<file path="config.mk">
export PLATFORM = sky130hd
export DESIGN_NAME = c32c_matvec
export DESIGN_NICKNAME = d
export VERILOG_FILES = /design/src/hw/rtl/crc32_combine_gf2_defines.svh /design/src/hw/rtl/c32c_pkg.sv /design/src/hw/rtl/c32c_matvec.sv
export SDC_FILE = /design/constraint.sdc
export NUM_CORES = 1
export LEC_CHECK = 0
export BUFFER_PORTS_ARGS = -buffer_cell sky130_fd_sc_hd__buf_2
export CAP_MARGIN = 20
export CORE_AREA = 3 3 428 430
export DETAILED_ROUTE_END_ITERATION = 12
export DIE_AREA = 0 0 431 433
export GPL_TIMING_DRIVEN = 0
export PLACE_DENSITY_LB_ADDON = 0.12
export SYNTH_ARGS = -nofsm -noshare
export SYNTH_HDL_FRONTEND = slang
export SYNTH_SLANG_ARGS = --single-unit
</file>
<file path="constraint.sdc">
create_clock -name vclk -period 1.6
set_input_delay 0.16 -clock vclk [all_inputs]
set_output_delay 0.16 -clock vclk [all_outputs]
set_load 0.02 [all_outputs]
</file>
<file path="src/hw/rtl/crc32_combine_gf2_defines.svh">
// ---------------------------------------------------------------------------
// crc32_combine_gf2 assertion macros
// Shared concurrent assertion forms, clocked on i_clk and quiet in reset.
// ---------------------------------------------------------------------------
`ifndef CRC32_COMBINE_GF2_DEFINES_SVH
`define CRC32_COMBINE_GF2_DEFINES_SVH

// Consequent must hold in the same cycle as the antecedent.
`define C32C_ASSERT_SAME(label, ante, cons) \
    label: assert property (@(posedge i_clk) disable iff (!i_rst_n) \
        (ante) |-> (cons)) else $error("c32c assertion failed");

// Consequent must hold in the cycle after the antecedent.
`define C32C_ASSERT_NEXT(label, ante, cons) \
    label: assert property (@(posedge i_clk) disable iff (!i_rst_n) \
        (ante) |=> (cons)) else $error("c32c assertion failed");

`endif

</file>
<file path="src/hw/rtl/c32c_pkg.sv">
// ---------------------------------------------------------------------------
// c32c_pkg
// Types, constants and the one-zero-bit operator for the CRC-32 combiner.
// ---------------------------------------------------------------------------
package c32c_pkg;

    localparam int CRC_W           = 32;
    localparam int MAT_DIM         = 32;
    localparam int LENGTH_BITS_DEF = 32;
    localparam int PRE_SQUARINGS   = 3;

    localparam logic [CRC_W-1:0] CRC_POLY = 32'hEDB8_8320;

    typedef logic [CRC_W-1:0]              t_row;
    typedef logic [MAT_DIM-1:0][CRC_W-1:0] t_mat;

    // Operator that shifts one zero bit through the reflected CRC register.
    function automatic t_mat one_bit_op();
        t_mat m;
        m[0] = CRC_POLY;
        for (int i = 1; i < MAT_DIM; i++) begin
            m[i] = t_row'(1) << (i - 1);
        end
        return m;
    endfunction

endpackage

</file>
<file path="src/hw/rtl/c32c_matvec.sv">
// ---------------------------------------------------------------------------
// c32c_matvec
// GF(2) matrix times vector: XOR of the rows selected by the vector's bits.
// ---------------------------------------------------------------------------
module c32c_matvec
    import c32c_pkg::*;
(
    input  t_mat i_mat,
    input  t_row i_vec,
    output t_row o_prod
);

    // Each output bit is the parity of one column masked by the vector.
    always_comb begin
        logic [MAT_DIM-1:0] col;
        for (int j = 0; j < CRC_W; j++) begin
            for (int i = 0; i < MAT_DIM; i++) begin
                col[i] = i_mat[i][j];
            end
            o_prod[j] = ^(col & i_vec);
        end
    end

endmodule

</file>
==> impl_metrics.csv, run 1 <==
group,metric,value,unit
synth,synth_most_common_cell,"nand2_1",
setup_path,critPathKind,"in2out",
synth,synthTopCellsByArea,"xnor2_1 50%, nand2_1 29%, xor2_1 15%",
timing,rsz0062_at_grt,"yes",
layout,syn2layout_area_growth,139,%
layout,nClkBuffers,0,
floorplanning,fp.coreArea,180000,sq um
run_status,violations,"negative setup slack",
route,drt-initial-drc-count,928,
synth,synth_simple_gate_area_share,29.1,%
place,numPortBuffers,1088,
power_and_ir_drop,net-switching-power,13.8,mW
synth,synth_adder_area_share,0,%
synth,post_synth_instance_area,13200,sq um
worst_hold_path,min_path_type,"in2out",
place,dp_hpwl,151000,microns
timing,crit_share_post_route,140,%
floorplanning,pin_count,1088,
synth,netlist-cell-type-count,8,
grt,antenna_found_initial,87,
floorplanning,die_width,431,microns
synth,yosysWarningCount,0,
timing,layout_setup_ws,-637,ps
route,drt-wirelength-per-cell,30.8,microns
floorplanning,die-area,187000,sq um
synth,post_synth_inst_count,2112,
power_and_ir_drop,powerDensity,806,nW/um^2
clock_network,post_cts_hold_buffer_count,0,
power_and_ir_drop,sw_share,54.1,%
setup_path,capturing_element_type_of_the_critical_path,"primary output",
floorplanning,initial_core_util,7.35,%
grt,groute.usage.overall,18.1,%
setup_path,cp.arrival,2080,ps
power_and_ir_drop,seq_power_share,0,%
setup_path,worst_setup_path_startpoint,"i_vec[16]",
grt,maximum_number_of_pins_on_one_net_before_global_route_repair,11,
timing,maxSlewHeadroom,64.4,%
route,route.vias.total,18593,
grt,grt_pass1_vias,19525,
power_and_ir_drop,logic_gate_share_of_total_power,100.0,%
route,final_antenna_net_count,0,
timing,worst_margin_pin_slew,532,ps
route,drt_pre_antenna_iters,5,
power_and_ir_drop,static-leakage-power,14.4,nW
synth,synth.top_cells.by_count,"1022 x nand2_1, 763 x xnor2_1, 224 x xor2_1",
layout,layout-drive-gt1-share,59.0,%
setup_path,crit_end,"o_prod[15]",
place,placement.setup.worst_slack,-2410,ps
floorplanning,fp-row-count,156,
timing,timing.final.crit_period,2240,ps
timing,final_setup_fails,32,
synth,synth-seq-area-share,0,%
synth,combinational_family_with_the_most_area_after_synthesis,"XOR/XNOR gates",
synth,synth_fp_nets,3168,
timing,finalMaxSlewViolations,0,
synth,synth_xor_xnor_area_share,65.9,%
route,routed_wirelength,179000,microns
timing,hold_viol_final,0,
synth,synth_top_cell_by_area,"xnor2_1",
setup_path,crit_path_start_kind,"input port",
place,place_congestion,0.886,
synth,synth-compound-area-share,0,%
floorplanning,chip_height,433,microns
setup_path,crit_path_max_fanout,5,
flow_run,count_of_max_cap_constraint_violations,0,
route,route.detailed.drc,0,
layout,area_taken_by_flip_flops_and_latches,0,sq um
setup_path,cp.required,1440,ps
layout,flops_and_latches,0,
route,vias_per_cell,3.20,
layout,stdcell_area,31700,sq um
grt,globalRoute.totalOverflow,0,
worst_hold_path,worstHoldPathCells,8,
timing,fmaxAchievable,0.447,GHz
power_and_ir_drop,clock_power_share,0,%
synth,synth.top_cell.area_share,50.5,%
power_and_ir_drop,internal_power,11.7,mW
synth,avgSynthCellArea,6.27,sq um
run_status,run_status,"complete, but fails checks",
synth,synth.area.mux_share,0,%
layout,final_net_count,4468,
power_and_ir_drop,power.ir.vdd_worst,580,uV
grt,grt_pass1_wl,214000,microns
place,postPlaceCellArea,21800,sq um
placed cells by master, fill, tap and decap left out, drive strengths merged:
cell type | netlist | routed
buf | 96 | 1386
nand2 | 1024 | 1024
xnor2 | 768 | 768
xor2 | 224 | 224
diode | 0 | 29
bufbuf | 0 | 5
clkbuf | 0 | 3
power by group through the flow:
stage	registers [mW]	logic (mW)	clock network, mW
2_1_floorplan	0	9.09	0
3_3_place_gp	0	18.4	0
3_5_place_dp	0	18.6	0
4_1_cts	0	24.9	0
5_1_grt	0	27.1	0.00000145
6_report	0	25.5	0.00000232
stage by stage:
step	power (mW)	TNS [ps]	instances	hold WS [ps]	utilization [%]
floorplan	9.09	0	2112	971	-
global placement	18.4	-57080	5570	1210	12.0
detailed placement	18.6	-52110	5585	1220	12.1
CTS	24.9	-18470	5754	1230	16.4
global route	27.1	-18330	5798	1280	17.6
finish	25.5	-15640	5809	1210	17.6
cell type report:
cell class,count,area [sq um]
antenna,29,72.6
multi-input combinational,2016,17900
fill,20742,149000
timing repair buffer,1299,8800
buffer,95,1880
tap,2370,2970
worst min path at each step:
stage                  to  startpoint  slack [ps]
2_1_floorplan   o_prod[4]  i_mat[356]         970
3_3_place_gp   o_prod[28]  i_mat[284]        1210
3_5_place_dp   o_prod[26]  i_mat[378]        1220
4_1_cts        o_prod[28]  i_mat[284]        1230
5_1_grt         o_prod[7]  i_mat[551]        1280
6_report        o_prod[7]  i_mat[551]        1210
cells by family (layout without fill, tap and decap cells):
group                  Yosys count  after routing
XOR/XNOR                       992            992
buffers and inverters           96           1394
other                            0             29
AND/OR/NAND/NOR               1024           1024
timing repair:
item                       4_1_cts  5_1_grt
setup buffers                  150       27
setup endpoints to repair       32       32
resized for setup             1055      286
pin swaps                      270      234
cloned                          19        3
worst max-delay path, cell delays in order:
cell and delay, ps:
buf_12 110, buf_12 120, buf_16 140, buf_8 170, nand2_4 40, xor2_1 150, xnor2_1 130, xnor2_2 440
xnor2_1 190, xnor2_1 150, buf_4 190
routing by layer:
metal / vias to the layer above / global-route usage, % / wire length, microns
met5: - / 0 / 193
met4: 30 / 3.43 / 3360
met3: 149 / 3.12 / 9010
met2: 707 / 34.0 / 95000
met1: 8841 / 21.5 / 71300
li1: 8866 / - / -
Note: power is estimated with default switching activity, not from simulation.
==> run 2: changes to the inputs <==
- ABC_AREA: default -> 1
- CORE_AREA: 3 3 428 430 -> 3 3 423 425
- DIE_AREA: 0 0 431 433 -> 0 0 426 428
==> impl_metrics.csv, run 2 <==
group,metric,value,unit
synth,avgSynthCellArea,4.27,sq um
floorplanning,fp.coreArea,176000,sq um
route,final_antenna_net_count,0,
synth,netlist-cell-type-count,14,
timing,hold_viol_final,0,
power_and_ir_drop,clock_power_share,0,%
run_status,violations,"negative setup slack",
route,route.detailed.drc,0,
power_and_ir_drop,net-switching-power,10.8,mW
synth,synth.top_cells.by_count,"4703 x nand2_1, 560 x inv_1, 248 x xnor2_1",
layout,most_frequent_cells_in_the_layout,"4134 x nand2_1, 1028 x buf_2, 526 x nand2_2, 504 x inv_1, 160 x nand3_1",
floorplanning,die-area,182000,sq um
timing,worst_margin_pin_slew,396,ps
place,place_congestion,0.884,
power_and_ir_drop,powerDensity,412,nW/um^2
layout,finalNonFillerCells,9738,
route,drt-initial-drc-count,2067,
place,numPortBuffers,1072,
power_and_ir_drop,power.ir.vdd_worst,182,uV
setup_path,cp.arrival,1680,ps
grt,antenna_found_initial,155,
timing,final_setup_fails,32,
layout,nClkBuffers,0,
synth,synth.top_cell.area_share,67.0,%
place,dpl.cell_count,9578,
synth,post_synth_inst_count,6166,
synth,synth_fp_nets,7222,
setup_path,critical_path.top_delay_family,"simple AND/OR/NAND/NOR gates",
timing,finalMaxSlewViolations,0,
synth,post_synth_instance_area,26300,sq um
power_and_ir_drop,static-leakage-power,26.4,nW
synth,synth_most_common_cell,"nand2_1",
floorplanning,fp-row-count,154,
route,drt_pre_antenna_iters,6,
timing,layout_setup_ws,-242,ps
grt,grt_pass1_wl,255000,microns
power_and_ir_drop,internal_power,6.48,mW
setup_path,cpMaxStageDelayCell,"clkbuf_16",
setup_path,crit_path_start_kind,"input port",
setup_path,cpMostUsedCell,"nand2_1",
setup_path,critical_path.cell_chain,"clkbuf_16, buf_16, buf_4, nand2_1, inv_1, nand2_1, nand2_1, nand2_1, nand2_2, inv_1, nand2_1, nand2_1, nor2_1, nor2_1, nand2_1, nand2_1, buf_6",
clock_network,post_cts_hold_buffer_count,0,
synth,synthTopCellsByArea,"nand2_1 67%, xnor2_1 8.2%, inv_1 8.0%",
setup_path,crit_path_max_fanout,6,
worst_hold_path,worstHoldPathCells,12,
floorplanning,pin_count,1088,
layout,layout-drive-gt1-share,30.6,%
flow_run,count_of_max_cap_constraint_violations,0,
route,route.vias.total,39922,
timing,rsz0062_at_grt,"yes",
setup_path,critPathMaxStageDelay,160,ps
synth,synth-seq-area-share,0,%
power_and_ir_drop,logic_gate_share_of_total_power,100.0,%
floorplanning,die_width,426,microns
synth,synth_top_cell_by_area,"nand2_1",
place,placement.setup.worst_slack,-1010,ps
layout,area_taken_by_flip_flops_and_latches,0,sq um
route,vias_per_cell,4.10,
power_and_ir_drop,seq_power_share,0,%
worst_hold_path,min_path_type,"in2out",
grt,groute.usage.overall,19.6,%
grt,maximum_number_of_pins_on_one_net_before_global_route_repair,11,
setup_path,critPathBufInv,6,
layout,final_common_cell,"nand2_1",
timing,crit_share_post_route,115,%
setup_path,cp.required,1440,ps
floorplanning,initial_core_util,15.0,%
route,routed_wirelength,194000,microns
timing,maxSlewHeadroom,73.4,%
grt,globalRoute.totalOverflow,0,
setup_path,capturing_element_type_of_the_critical_path,"primary output",
timing,fmaxAchievable,0.543,GHz
run_status,run_status,"complete, but fails checks",
worst_hold_path,min_delay_src,"i_mat[682]",
synth,yosysWarningCount,0,
layout,syn2layout_area_growth,59.2,%
power_and_ir_drop,sw_share,62.5,%
setup_path,critPathKind,"in2out",
route,drt-wirelength-per-cell,19.9,microns
floorplanning,chip_height,428,microns
timing,timing.hold.ws,1160,ps
grt,grt_pass1_vias,36382,
place,dp_hpwl,165000,microns
worst_hold_path,min_delay_worst_endpoint,"o_prod[10]",
timing,final.setup.tns,-6190,ps
layout,final_net_count,8381,
layout,flops_and_latches,0,
power_and_ir_drop,design_power_total,17.3,mW
timing,timing.final.crit_period,1840,ps
run 2: cell types whose count changed after synthesis, moves of 19 or more:
cell      change
nand2_2      +78
inv_1       +560
nand2_1    +3681
buf_4        +27
nand3_1     +166
clkinv_1     +19
nor2_1       +25
inv_2        +40
xnor2_1     -515
xor2_1       -29
run 2: per-stage QoR:
| stage | instance area, sq um | utilization, % |
|---|---|---|
| 6_report | 41900 | 23.9 |
| 5_1_grt | 41900 | 23.8 |
| 4_1_cts | 38300 | 21.8 |
| 3_5_place_dp | 34600 | 19.7 |
| 3_3_place_gp | 34600 | 19.7 |
| 2_1_floorplan | 26300 | - |
run 2: what timing repair did:
item	4_1_cts	5_1_grt
buffers inserted	32	9
setup endpoints to repair	32	32
resized for setup	735	702
cloned	18	27
pin swaps	143	268
hold endpoints to repair	0	0
run 2: per-layer routing:
layer  track usage, %  up-vias  share of wire [%]
li1                 -    20374                  -
met1             23.4    18098                 41
met2             36.5     1138                 51
met3             2.28      276                5.0
met4             5.14       36                2.6
met5                0        -               0.11
run 2: worst max-delay path by stage:
stage | endpoint | startpoint | depth (start not counted)
6_report | o_prod[28] | i_vec[17] | 17
5_1_grt | o_prod[1] | i_vec[4] | 14
4_1_cts | o_prod[15] | i_vec[30] | 15
3_5_place_dp | o_prod[31] | i_vec[28] | 14
3_3_place_gp | o_prod[31] | i_vec[28] | 13
2_1_floorplan | o_prod[12] | i_vec[22] | 12
run 2: area by class of cell:
type	instances	area, sq um
well taps	2340	2930
plain buffers	122	2180
repair buffers	1157	7490
diodes	75	188
inverters	619	2330
fillers	20608	134000
multi-input cells	5425	26800
run 2: cells by family after synthesis:
| family | count (synthesis) | share of synthesized area (%) |
|---|---|---|
| and+or+nand+nor | 4974 | 72.4 |
| buffers and inverters | 741 | 12.3 |
| xor gates and xnor gates | 451 | 15.2 |
run 2: power groups by stage:
| stage | logic [mW] | clock network [mW] | registers [mW] |
|---|---|---|---|
| floorplan | 8.54 | 0 | 0 |
| global placement | 14.3 | 0 | 0 |
| detailed placement | 14.4 | 0 | 0 |
| CTS | 16.3 | 0 | 0 |
| global route | 19.3 | 0.00000371 | 0 |
| finish | 17.3 | 0.00000683 | 0 |
